## config.mk

```make
export PLATFORM = sky130hd
export DESIGN_NAME = battery_guard_with_spi_readout
export DESIGN_NICKNAME = d
export VERILOG_FILES = /design/src/sv/bgsr_pkg.sv /design/src/sv/bgsr_level.sv /design/src/sv/bgsr_store.sv /design/src/sv/battery_guard_with_spi_readout.sv
export SDC_FILE = /design/constraint.sdc
export NUM_CORES = 1
export LEC_CHECK = 0
export BUFFER_PORTS_ARGS = -buffer_cell sky130_fd_sc_hd__buf_2
export CORE_MARGIN = 10
export CORE_UTILIZATION = 37
export CTS_BUF_LIST = sky130_fd_sc_hd__clkbuf_16
export CTS_CLUSTER_SIZE = 10
export DETAILED_ROUTE_END_ITERATION = 8
export GPL_ROUTABILITY_DRIVEN = 1
export SLEW_MARGIN = 5
export SYNTH_ARGS = -nofsm -noshare
export SYNTH_HDL_FRONTEND = slang
export SYNTH_HIERARCHICAL = 1
export SYNTH_SLANG_ARGS = --single-unit
```

## constraint.sdc

```tcl
create_clock -name clk -period 18.57 [get_ports clk]
set_clock_uncertainty 0.2 [all_clocks]
set_input_delay 3.714 -clock clk [delete_from_list [all_inputs] [get_ports clk]]
set_output_delay 3.714 -clock clk [all_outputs]
set_load 0.05 [all_outputs]
```

## src/sv/bgsr_pkg.sv

```systemverilog
// Shared types, widths, reset values and codes for the battery guard.
// No dependencies; every other file imports this package.
package bgsr_pkg;

    localparam int CODE_W           = 10;
    localparam int FRAME_CODES      = 8;
    localparam int NUM_CHANNELS_DEF = 8;
    localparam int GAIN_W           = 16;
    localparam int OFFSET_W         = 24;
    localparam int LEVEL_W          = 8;
    localparam int BYTE_W           = 8;
    localparam int Q_SHIFT          = 16;
    localparam int PROD_W           = CODE_W + GAIN_W;
    localparam int CFG_IDX_W        = 4;
    localparam int CFG_DATA_W       = 24;

    // channel slots inside a frame
    localparam int CH_TEMP  = 0;
    localparam int CH_CELL0 = 2;

    localparam logic [CODE_W-1:0]   VCC_TRIP_RST  = CODE_W'(441);
    localparam logic [CODE_W-1:0]   TEMP_TRIP_RST = CODE_W'(650);
    localparam logic [GAIN_W-1:0]   DAC_GAIN_RST  = GAIN_W'(30308);
    localparam logic [OFFSET_W-1:0] DAC_OFFS_RST  = OFFSET_W'(2673869);
    localparam logic [LEVEL_W-1:0]  DAC_LEVEL_RST = '1;

    // register map
    localparam logic [CFG_IDX_W-1:0] REG_VCC_TRIP  = CFG_IDX_W'(0);
    localparam logic [CFG_IDX_W-1:0] REG_TEMP_TRIP = CFG_IDX_W'(1);
    localparam logic [CFG_IDX_W-1:0] REG_DAC_GAIN  = CFG_IDX_W'(2);
    localparam logic [CFG_IDX_W-1:0] REG_DAC_OFFS  = CFG_IDX_W'(3);

    // item kinds
    localparam logic KIND_FRAME = 1'b0;
    localparam logic KIND_CMD   = 1'b1;

    // SPI command bytes
    localparam logic [BYTE_W-1:0] CMD_NEXT    = BYTE_W'(0);
    localparam logic [BYTE_W-1:0] CMD_RESTART = BYTE_W'(1);
    localparam logic [BYTE_W-1:0] CMD_TRIP    = BYTE_W'(2);
    localparam logic [BYTE_W-1:0] CMD_LED_ON  = BYTE_W'(3);
    localparam logic [BYTE_W-1:0] CMD_LED_OFF = BYTE_W'(4);

    typedef logic [FRAME_CODES-1:0][CODE_W-1:0] frame_codes_t;

    typedef struct packed {
        logic [LEVEL_W-1:0] level;
        logic               supply_low;
        logic               over_temp;
    } level_res_t;

    typedef struct packed {
        logic frame_we;
        logic rd_en;
        logic rd_restart;
    } store_ctl_t;

endpackage

```

## src/sv/bgsr_level.sv

```systemverilog
// Frame math: trip compares and DAC level from the cell 0 code via Q16 gain and offset.
// Depends on bgsr_pkg.
module bgsr_level
    import bgsr_pkg::*;
(
    input  logic [CODE_W-1:0]   cell0_code,
    input  logic [CODE_W-1:0]   temp_code,
    input  logic [CODE_W-1:0]   vcc_trip,
    input  logic [CODE_W-1:0]   temp_trip,
    input  logic [GAIN_W-1:0]   gain,
    input  logic [OFFSET_W-1:0] offset,
    output level_res_t          res
);

    localparam int LVL_FULL_W = PROD_W - Q_SHIFT;

    logic [PROD_W-1:0]     prod;
    logic [PROD_W-1:0]     diff;
    logic                  above;
    logic [LVL_FULL_W-1:0] lvl_full;
    logic                  sat;
    logic [LEVEL_W-1:0]    lvl;
    logic                  slow;
    logic                  hot;

    always_comb
    begin
        prod     = PROD_W'(cell0_code) * PROD_W'(gain);
        above    = prod > PROD_W'(offset);
        diff     = prod - PROD_W'(offset);
        lvl_full = diff[PROD_W-1:Q_SHIFT];
        sat      = |lvl_full[LVL_FULL_W-1:LEVEL_W];
        if (!above)
        begin
            lvl = '0;
        end
        else if (sat)
        begin
            lvl = '1;
        end
        else
        begin
            lvl = lvl_full[LEVEL_W-1:0];
        end
        slow = cell0_code <= vcc_trip;
        hot  = temp_code <= temp_trip;
        res.supply_low = slow;
        res.over_temp  = hot;
        res.level      = (slow || hot) ? '0 : lvl;
    end

endmodule

```

## src/sv/bgsr_store.sv

```systemverilog
// Channel store and byte read pointer for the SPI readout.
// Depends on bgsr_pkg.
module bgsr_store
    import bgsr_pkg::*;
#(
    parameter int NUM_CHANNELS = NUM_CHANNELS_DEF
)
(
    input  logic               clk,
    input  logic               rst_n,
    input  store_ctl_t         ctl,
    input  frame_codes_t       codes,
    output logic [BYTE_W-1:0]  reply_byte
);

    localparam int READ_BYTES = 2 * NUM_CHANNELS;
    localparam int PTR_W      = $clog2(READ_BYTES);
    localparam int CH_W       = PTR_W - 1;

    logic [CODE_W-1:0] store_reg [NUM_CHANNELS];
    logic [PTR_W-1:0]  ptr_reg;
    logic [PTR_W-1:0]  ptr_next;
    logic [PTR_W-1:0]  pos;
    logic [PTR_W:0]    pos_inc;
    logic [CH_W-1:0]   ch;
    logic [CODE_W-1:0] code;

    for (genvar i = 0; i < NUM_CHANNELS; i++)
    begin : g_chan
        if (i < FRAME_CODES)
        begin : g_wr
            always_ff @(posedge clk or negedge rst_n)
            begin
                if (!rst_n)
                begin
                    store_reg[i] <= '0;
                end
                else if (ctl.frame_we)
                begin
                    store_reg[i] <= codes[i];
                end
            end
        end
        else
        begin : g_zero
            // channels beyond the frame are never written
            always_ff @(posedge clk or negedge rst_n)
            begin
                if (!rst_n)
                begin
                    store_reg[i] <= '0;
                end
            end
        end
    end

    always_comb
    begin
        pos     = ctl.rd_restart ? '0 : ptr_reg;
        ch      = pos[PTR_W-1:1];
        code    = store_reg[ch];
        // low byte first, then the top two bits
        reply_byte = pos[0] ? BYTE_W'(code[CODE_W-1:BYTE_W]) : code[BYTE_W-1:0];
        pos_inc = {1'b0, pos} + (PTR_W+1)'(1);
        if (pos_inc == (PTR_W+1)'(READ_BYTES))
        begin
            ptr_next = '0;
        end
        else
        begin
            ptr_next = pos_inc[PTR_W-1:0];
        end
    end

    always_ff @(posedge clk or negedge rst_n)
    begin
        if (!rst_n)
        begin
            ptr_reg <= '0;
        end
        else if (ctl.rd_en)
        begin
            ptr_reg <= ptr_next;
        end
    end

endmodule

```

## src/sv/battery_guard_with_spi_readout.sv

```systemverilog
// Battery guard: ADC frames set the comparator DAC level, SPI commands read
// back stored codes and drive the LED. Depends on bgsr_pkg, bgsr_level, bgsr_store.
// Path: an accepted item is held in the input register, then moved to the result
// register, which raises out_valid; the result is taken when out_ready is high.
// Throughput: one word per cycle while out_ready holds; the item in the input register
// is processed in the cycle the result register is free or being taken.
// Reset (async, active low): registers at defaults, store zero, DAC level 255,
// LED off, blinker on, both pipeline registers empty.
module battery_guard_with_spi_readout
    import bgsr_pkg::*;
#(
    parameter int NUM_CHANNELS = NUM_CHANNELS_DEF
)
(
    input  logic                  clk,
    input  logic                  rst_n,

    input  logic                  cfg_valid,
    output logic                  cfg_ready,
    input  logic [CFG_IDX_W-1:0]  cfg_index,
    input  logic [CFG_DATA_W-1:0] cfg_data,

    input  logic                  in_valid,
    output logic                  in_ready,
    input  logic                  kind,
    input  logic [CODE_W-1:0]     temp_code,
    input  logic [CODE_W-1:0]     current_code,
    input  logic [CODE_W-1:0]     cell0_code,
    input  logic [CODE_W-1:0]     cell1_code,
    input  logic [CODE_W-1:0]     cell2_code,
    input  logic [CODE_W-1:0]     cell3_code,
    input  logic [CODE_W-1:0]     cell4_code,
    input  logic [CODE_W-1:0]     cell5_code,
    input  logic [BYTE_W-1:0]     spi_byte,

    output logic                  out_valid,
    input  logic                  out_ready,
    output logic                  reply_valid,
    output logic [BYTE_W-1:0]     reply_byte,
    output logic [LEVEL_W-1:0]    dac_level,
    output logic                  supply_low,
    output logic                  over_temperature,
    output logic                  led_on,
    output logic                  blink_enabled
);

    // configuration
    logic [CODE_W-1:0]   vcc_trip_reg;
    logic [CODE_W-1:0]   temp_trip_reg;
    logic [GAIN_W-1:0]   gain_reg;
    logic [OFFSET_W-1:0] offset_reg;

    // input register
    logic                in_valid_reg;
    logic                kind_reg;
    logic [BYTE_W-1:0]   spi_reg;
    frame_codes_t        codes_reg;

    // block state
    logic                led_reg;
    logic                led_next;
    logic                blink_reg;
    logic                blink_next;
    logic [LEVEL_W-1:0]  dac_reg;
    logic [LEVEL_W-1:0]  dac_next;

    // result register
    logic                out_valid_reg;
    logic                reply_valid_reg;
    logic                reply_valid_next;
    logic [BYTE_W-1:0]   reply_byte_reg;
    logic [BYTE_W-1:0]   reply_byte_next;
    logic                slow_reg;
    logic                hot_reg;

    logic                advance;
    logic                in_take;
    level_res_t          lvl_res;
    store_ctl_t          st_ctl;
    logic [BYTE_W-1:0]   st_byte;
    logic                is_frame;

    assign cfg_ready = 1'b1;
    assign advance   = in_valid_reg && (!out_valid_reg || out_ready);
    assign in_ready  = !in_valid_reg || advance;
    assign in_take   = in_valid && in_ready;
    assign is_frame  = kind_reg == KIND_FRAME;

    always_ff @(posedge clk or negedge rst_n)
    begin
        if (!rst_n)
        begin
            vcc_trip_reg  <= VCC_TRIP_RST;
            temp_trip_reg <= TEMP_TRIP_RST;
            gain_reg      <= DAC_GAIN_RST;
            offset_reg    <= DAC_OFFS_RST;
        end
        else if (cfg_valid)
        begin
            unique case (cfg_index)
                REG_VCC_TRIP:  vcc_trip_reg  <= cfg_data[CODE_W-1:0];
                REG_TEMP_TRIP: temp_trip_reg <= cfg_data[CODE_W-1:0];
                REG_DAC_GAIN:  gain_reg      <= cfg_data[GAIN_W-1:0];
                REG_DAC_OFFS:  offset_reg    <= cfg_data[OFFSET_W-1:0];
                default: ;
            endcase
        end
    end

    always_ff @(posedge clk or negedge rst_n)
    begin
        if (!rst_n)
        begin
            in_valid_reg <= 1'b0;
        end
        else if (in_ready)
        begin
            in_valid_reg <= in_valid;
        end
    end

    always_ff @(posedge clk)
    begin
        if (in_take)
        begin
            kind_reg  <= kind;
            spi_reg   <= spi_byte;
            codes_reg <= {cell5_code, cell4_code, cell3_code, cell2_code,
                          cell1_code, cell0_code, current_code, temp_code};
        end
    end

    bgsr_level u_level (
        .cell0_code (codes_reg[CH_CELL0]),
        .temp_code  (codes_reg[CH_TEMP]),
        .vcc_trip   (vcc_trip_reg),
        .temp_trip  (temp_trip_reg),
        .gain       (gain_reg),
        .offset     (offset_reg),
        .res        (lvl_res)
    );

    always_comb
    begin
        st_ctl.frame_we   = advance && is_frame;
        st_ctl.rd_en      = advance && !is_frame &&
                            (spi_reg == CMD_NEXT || spi_reg == CMD_RESTART);
        st_ctl.rd_restart = spi_reg == CMD_RESTART;
    end

    bgsr_store #(
        .NUM_CHANNELS (NUM_CHANNELS)
    ) u_store (
        .clk        (clk),
        .rst_n      (rst_n),
        .ctl        (st_ctl),
        .codes      (codes_reg),
        .reply_byte (st_byte)
    );

    always_comb
    begin
        led_next         = led_reg;
        blink_next       = blink_reg;
        dac_next         = dac_reg;
        reply_valid_next = 1'b0;
        reply_byte_next  = '0;
        if (is_frame)
        begin
            dac_next = lvl_res.level;
        end
        else
        begin
            // first command stops the blinker and clears the LED, unless it is LED_ON
            if (blink_reg)
            begin
                blink_next = 1'b0;
                led_next   = 1'b0;
            end
            case (spi_reg) inside
                CMD_NEXT, CMD_RESTART:
                begin
                    reply_valid_next = 1'b1;
                    reply_byte_next  = st_byte;
                end
                CMD_TRIP:    dac_next = '0;
                CMD_LED_ON:  led_next = 1'b1;
                CMD_LED_OFF: led_next = 1'b0;
                default: ;
            endcase
        end
    end

    always_ff @(posedge clk or negedge rst_n)
    begin
        if (!rst_n)
        begin
            led_reg       <= 1'b0;
            blink_reg     <= 1'b1;
            dac_reg       <= DAC_LEVEL_RST;
            out_valid_reg <= 1'b0;
        end
        else
        begin
            if (advance)
            begin
                led_reg       <= led_next;
                blink_reg     <= blink_next;
                dac_reg       <= dac_next;
                out_valid_reg <= 1'b1;
            end
            else if (out_ready)
            begin
                out_valid_reg <= 1'b0;
            end
        end
    end

    always_ff @(posedge clk)
    begin
        if (advance)
        begin
            reply_valid_reg <= reply_valid_next;
            reply_byte_reg  <= reply_byte_next;
            slow_reg        <= is_frame && lvl_res.supply_low;
            hot_reg         <= is_frame && lvl_res.over_temp;
        end
    end

    assign out_valid        = out_valid_reg;
    assign reply_valid      = reply_valid_reg;
    assign reply_byte       = reply_byte_reg;
    assign dac_level        = dac_reg;
    assign supply_low       = slow_reg;
    assign over_temperature = hot_reg;
    assign led_on           = led_reg;
    assign blink_enabled    = blink_reg;

    a_trip_zeroes_dac: assert property (@(posedge clk) disable iff (!rst_n)
        out_valid_reg && (slow_reg || hot_reg) |-> dac_reg == '0)
        else $error("tripped frame left nonzero DAC level");

    a_reply_only_cmd: assert property (@(posedge clk) disable iff (!rst_n)
        out_valid_reg && reply_valid_reg |-> !slow_reg && !hot_reg)
        else $error("readout word carries trip flags");

    a_blink_stays_off: assert property (@(posedge clk) disable iff (!rst_n)
        !blink_reg |=> !blink_reg)
        else $error("blinker restarted");

    a_stall_cause: assert property (@(posedge clk) disable iff (!rst_n)
        !in_ready |-> in_valid_reg && out_valid_reg && !out_ready)
        else $error("input stalled without a full pipeline");

endmodule
```

Word-level counts from Yosys, hierarchy flattened --
Cells that the tools add are included.
Word-level totals: input bits 122, word-level logic and storage cells 99, register bits 256
Operators by class: equality and inequality tests 10, magnitude comparators 4, reductions and logical operators 26, $add $sub $neg 2, multiplexer cells 20, bitwise logic cells 3, multiply operators 1
Operator list (number):
- $mux 8 | 6
- $bmux 10 s3 | 1
- $gt 26x24->1 | 1
- $mul 10x16->26 | 1
- $sub 26x24->26 | 1
- $le 10x10->1 | 2
- $mux 10 | 2
- $eq 8x2->1 const B | 2
- $reduce_and 2->1 | 6
- $eq 4x2->1 const B | 2
- $eq 8x1->1 const B | 1
- $eq 8x3->1 const B | 1
- $logic_not 8->1 | 1
- $mux 1 | 8
- $mux 4 | 2
- $logic_and 1x1->1 | 7
- $add 4x1->5 const B | 1
- $eq 5x5->1 const B | 1
- $eq 4x1->1 const B | 1
- $ge 4x4->1 const B | 1
- $logic_not 4->1 | 1
- $logic_or 1x1->1 | 4
- $not 3->4 | 1
- $reduce_or 2->1 | 2
- 8 further kinds | 10

Longest topological paths before layout --
depth after elaboration 7, mapped depth 30, mapped depth without buffers 29

Modules after synthesis --
The synthesis kept the hierarchy.
Modules (own cells, without submodules):
- bgsr_level | area each 6605.1 sq um, instances 1, cells an instance 798
- battery_guard_with_spi_readout | area each 5933.2 sq um, instances 1, cells an instance 289
- bgsr_store | area each 3849.9 sq um, instances 1, cells an instance 259

Worst setup path before layout --
OpenSTA, ideal clock, no wires.
path kind input -> output, start point input port out_ready, end point output port in_ready, path slack 10459 ps, path buffers 0, data arrival time 4197 ps, cell stages on the path 1, cells stage by stage nand3b_1
On the way: cells in the longest elaborated chain, start to end 3
RTL lines:
- start: declaration | line battery_guard_with_spi_readout.sv:37 | input logic out_ready,
- $logic_or 1x1->1 | line battery_guard_with_spi_readout.sv:84 | assign advance = in_valid_reg && (!out_valid_reg || out_ready);
- $logic_and 1x1->1 | line battery_guard_with_spi_readout.sv:84
- $logic_or 1x1->1 | line battery_guard_with_spi_readout.sv:85 | assign in_ready = !in_valid_reg || advance;
- end: declaration | line battery_guard_with_spi_readout.sv:24 | output logic in_ready,
Every way passes these cells.

Worst setup path in the final report --
Same ends and word-level chain as after synthesis.

==> results list <==
- Clock buffers created by TritonCTS: 31
* Post-synth EDFFs: 100
- Dominant delay contributor by cell family on the critical path: buffers and inverters
* Number of distinct library cells after synthesis: 78
- Global routing used 14.0% of the available tracks.
- The critical path runs through a total of 3 cells.
- Critical path, cell by cell: buf_2, nand3b_1, buf_2
- The routed design has 37600 µm of wire.
* CP arrival: 4.23 ns
- Detailed placement ended at an HPWL of 28400 µm.
* Run status: complete, no violations
- The min-delay analysis places its worst path in the category flop to flop.
* Average cell area after synthesis: 12.2 µm²
- Across the run, the number of max-cap violations was 0.
* Core Region: 44000 µm²
- Synthesis produced a netlist with a net count of 1683.
- The synthesized netlist devotes 10.1% of its cell area to simple gates.
- The worst register-to-register path ends at dac_level[4]$_DFFE_PN1P_.
* Capturing instance or port of the critical path: in_ready
- Of all flip-flops after synthesis, the portion carrying an async set or reset was 60.9%.
- The initial antenna violation count was 4.
- After synthesis, the cell types taking the most area are sky130_fd_sc_hd__edfxtp_1, sky130_fd_sc_hd__dfrtp_1, sky130_fd_sc_hd__fa_1, sky130_fd_sc_hd__mux2_2, sky130_fd_sc_hd__ha_1.
* Post-Synth XOR/XNOR Area: 1.44%
* Via density per instance: 4.94
- Number of pins exceeding their max-slew limit in the final report: 0
* Clock transition at path regs: 0.05 ns
- Filler cell count in the final layout: 4170
* Layout Nets: 1818
* Clk sink count: 256
- Final-report hold violation count: 0
- At the end of routability-driven placement, the weighted congestion stood at 0.845.
* Total Negative Setup Slacks: 0 ns
- Measured against the total synthesized area, the mux share comes to 11.9%.
- Worst skew pair latency: 0.56 ns
- Critical path data required time: 14.66 ns
* Buffer cell driving the clock tree root: sky130_fd_sc_hd__clkbuf_16
* Share of synthesized cell area in full adder, half adder and majority cells: 21.5%
* Most Frequent Cell on Critical Path: sky130_fd_sc_hd__buf_2
- Starting Density: 37.2%
- The worst setup path is launched from an input port.
- Area fraction of the dominant cell type after synthesis: 18.3%
- Once detail routing completed, the nets flagged for antenna violations numbered 0.
- Synth Cell Area: 16400 µm²
* Maximum clock rate: 123 MHz
- The synthesized design spends more area on one cell type than any other, namely sky130_fd_sc_hd__edfxtp_1.
* Via count of the first global-routing pass: 11200
- The number of gates resized after CTS was 0.
- Detailed-router iteration count before antenna repair: 4
- Startpoint of the worst register-to-register path: codes_reg[23]$_DFFE_PP_
- At the pin with the least slew margin, the transition time is 1.18 ns.
* Max stage delay on crit path: 0.24 ns
- Number of buffer cells added on primary ports: 144
- Global-route wire length before repair: 60200 µm
* Main combinational cell family by area after synthesis: adder cells
- Max stage delay cell, worst path: sky130_fd_sc_hd__buf_2
- Crit end category: output port
* Standard-cell rows: 77
- No sink is reached through more buffers than the 3 on the longest clock path.
- Fraction of final layout cells sized beyond drive strength 1: 27.3%
- Pin count of the biggest net entering global routing: 89
* Setup Buffers After CTS: 0
- R2R cell count: 28
- CTS tree: yes
* Io pins: 146
- In this run, synthesis produced a sequential element count of 256.
* RSZ-0062 raised after global routing: false
* Number of endpoints failing setup at the final stage: 0
- Buffers inserted to repair hold after CTS numbered 0.
* Proportion of synthesized chip area in sequential cells: 42.4%
* Largest fanout of any net on the critical path: 3
- Primary flip-flop cell chosen by synthesis mapping: sky130_fd_sc_hd__dfrtp_1
* Syn-to-layout area delta: 13.5%
- In the final layout, the multi-input gates occupy 8590 µm².
* FF/Latch Area: 6950 µm²
- Area fraction in compound gates after synthesis: 7.36%
- Together, buffers and inverters on the worst path number 2.
- The total overflow left after global routing is 0.
* X dimension of the die: 230 µm
- The routed layout has 10400 vias.
- In the finished design, the share of the clock period the worst path needs comes to 43.9%.
- The Yosys step of the flow raised 6 warnings.
- After the first detailed-routing iteration, the DRC count stood at 470.
* Die extent in y: 230 µm
- Clock period minus final worst setup slack: 8.15 ns
- Crit. Startpoint: out_ready
* Number of standard cells after synthesis: 1346
- Number of levels the H-tree was split into: 1
* Wire length per cell after detailed routing: 17.9 µm
* WS Path Type: input port to output port
* Slew Limit Headroom: 21.4%
- Full die area: 53100 µm²
* DR DRC count: 0
- In this run the register-to-register setup slack is 10.85 ns.
synthesized netlist by cell type, types with 3 or more instances:
cell type / number
sky130_fd_sc_hd__inv_1: 167
sky130_fd_sc_hd__mux2_2: 140
sky130_fd_sc_hd__dfrtp_1: 118
sky130_fd_sc_hd__fa_1: 110
sky130_fd_sc_hd__ha_1: 105
sky130_fd_sc_hd__nand2_1: 105
sky130_fd_sc_hd__edfxtp_1: 100
sky130_fd_sc_hd__and2_1: 92
sky130_fd_sc_hd__dfstp_2: 38
sky130_fd_sc_hd__a21oi_1: 37
sky130_fd_sc_hd__clkbuf_1: 33
sky130_fd_sc_hd__nor2_1: 27
sky130_fd_sc_hd__a21o_1: 24
sky130_fd_sc_hd__o21ai_0: 22
sky130_fd_sc_hd__mux4_2: 16
sky130_fd_sc_hd__xnor2_1: 16
sky130_fd_sc_hd__a22o_1: 14
sky130_fd_sc_hd__a211oi_1: 11
sky130_fd_sc_hd__nand2b_1: 11
sky130_fd_sc_hd__nor3_1: 11
sky130_fd_sc_hd__nand3_1: 9
sky130_fd_sc_hd__nand4_1: 9
sky130_fd_sc_hd__o21a_1: 9
sky130_fd_sc_hd__xor2_1: 9
sky130_fd_sc_hd__nor2b_1: 8
sky130_fd_sc_hd__o21ai_1: 8
sky130_fd_sc_hd__buf_2: 7
sky130_fd_sc_hd__or2_1: 7
sky130_fd_sc_hd__buf_4: 5
sky130_fd_sc_hd__a211o_1: 4
sky130_fd_sc_hd__and3_1: 4
sky130_fd_sc_hd__nor2_2: 4
sky130_fd_sc_hd__nor3b_1: 4
sky130_fd_sc_hd__a31o_2: 3
sky130_fd_sc_hd__buf_6: 3
sky130_fd_sc_hd__nand3b_1: 3
logic make-up after synthesis:
logic type | Yosys count
buf+inv | 216
compound gates | 164
fa+ha+maj | 215
other cells | 1
simple gates | 310
xor+xnor | 26
mux | 158
flops | 256
metal layers:
metal  GRT usage [%]  part of all wire, %  wire [µm]  vias to the layer above
met3            2.75                  4.6       1750                       56
li1                -                    -          -                     4864
met5               0                0.090         34                        -
met4            3.91                  2.4        884                        4
met2            24.2                   50      18700                      218
met1            17.5                   43      16200                     5229
worst min-delay path by stage:
| stage | to | cells past startpoint | startpoint | slack [ns] |
|---|---|---|---|---|
| after floorplan | u_store/store_reg[33]$_DFFE_PN0P_ | 1 | codes_reg[43]$_DFFE_PP_ | 0.25 |
| after global placement | u_store/store_reg[24]$_DFFE_PN0P_ | 1 | codes_reg[54]$_DFFE_PP_ | 0.26 |
| after detailed placement | u_store/store_reg[35]$_DFFE_PN0P_ | 1 | codes_reg[45]$_DFFE_PP_ | 0.26 |
| after CTS | u_store/store_reg[3]$_DFFE_PN0P_ | 1 | codes_reg[73]$_DFFE_PP_ | 0.28 |
| after global routing | u_store/store_reg[34]$_DFFE_PN0P_ | 1 | codes_reg[44]$_DFFE_PP_ | 0.29 |
| final | u_store/store_reg[3]$_DFFE_PN0P_ | 1 | codes_reg[73]$_DFFE_PP_ | 0.27 |
worst register-to-register path, delay by kind of cell, from the launching register on:
family	cells	cell delay [ns]
buf+inv	3	0.15
compound gates	11	2.10
xor+xnor	1	0.16
simple gates	6	1.00
fa+ha+maj	7	3.14
flops	1	0.89
through the flow:
step	setup slack, ns	hold WS [ns]	std cells	util [%]	area [µm²]
6_report	10.42	0.274	2098	42.2	18600
5_1_grt	10.38	0.286	2098	42.2	18600
4_1_cts	10.42	0.277	2096	42.2	18600
3_5_place_dp	10.43	0.263	2040	40.2	17700
3_3_place_gp	10.43	0.260	2040	40.2	17700
2_1_floorplan	10.46	0.254	1346	-	16400
cell type report:
type,count,area share (%)
Multi-Input combinational cell,874,46.2
Sequential cell,256,37.4
Timing Repair Buffer,151,4.19
Clock buffer,31,4.17
Tap cell,592,3.98
Inverter,167,3.37
Clock inverter,25,0.706
Antenna cell,2,0.0269
placed cells by master, fill, tap and decap left out, types with 9 or more instances in the layout:
master | Yosys | routed
sky130_fd_sc_hd__a21oi_1 | 37 | 37
sky130_fd_sc_hd__a211oi_1 | 11 | 11
sky130_fd_sc_hd__nor2_1 | 27 | 27
sky130_fd_sc_hd__xor2_1 | 9 | 9
sky130_fd_sc_hd__ha_1 | 105 | 105
sky130_fd_sc_hd__inv_1 | 167 | 186
sky130_fd_sc_hd__a22o_1 | 14 | 14
sky130_fd_sc_hd__mux2_2 | 140 | 140
sky130_fd_sc_hd__o21ai_0 | 22 | 22
sky130_fd_sc_hd__clkbuf_16 | 0 | 31
sky130_fd_sc_hd__mux4_2 | 16 | 16
sky130_fd_sc_hd__nand4_1 | 9 | 9
sky130_fd_sc_hd__xnor2_1 | 16 | 16
sky130_fd_sc_hd__nand3_1 | 9 | 9
sky130_fd_sc_hd__nor3_1 | 11 | 11
sky130_fd_sc_hd__dfrtp_1 | 118 | 118
sky130_fd_sc_hd__edfxtp_1 | 100 | 100
sky130_fd_sc_hd__nand2b_1 | 11 | 11
sky130_fd_sc_hd__a21o_1 | 24 | 24
sky130_fd_sc_hd__nand2_1 | 105 | 105
sky130_fd_sc_hd__dfstp_2 | 38 | 38
sky130_fd_sc_hd__and2_1 | 92 | 91
sky130_fd_sc_hd__buf_2 | 7 | 143
sky130_fd_sc_hd__fa_1 | 110 | 110
sky130_fd_sc_hd__o21a_1 | 9 | 9
Power is not shown: default switching activity piles up to over one toggle a cycle in this logic, so the estimate is an artifact.
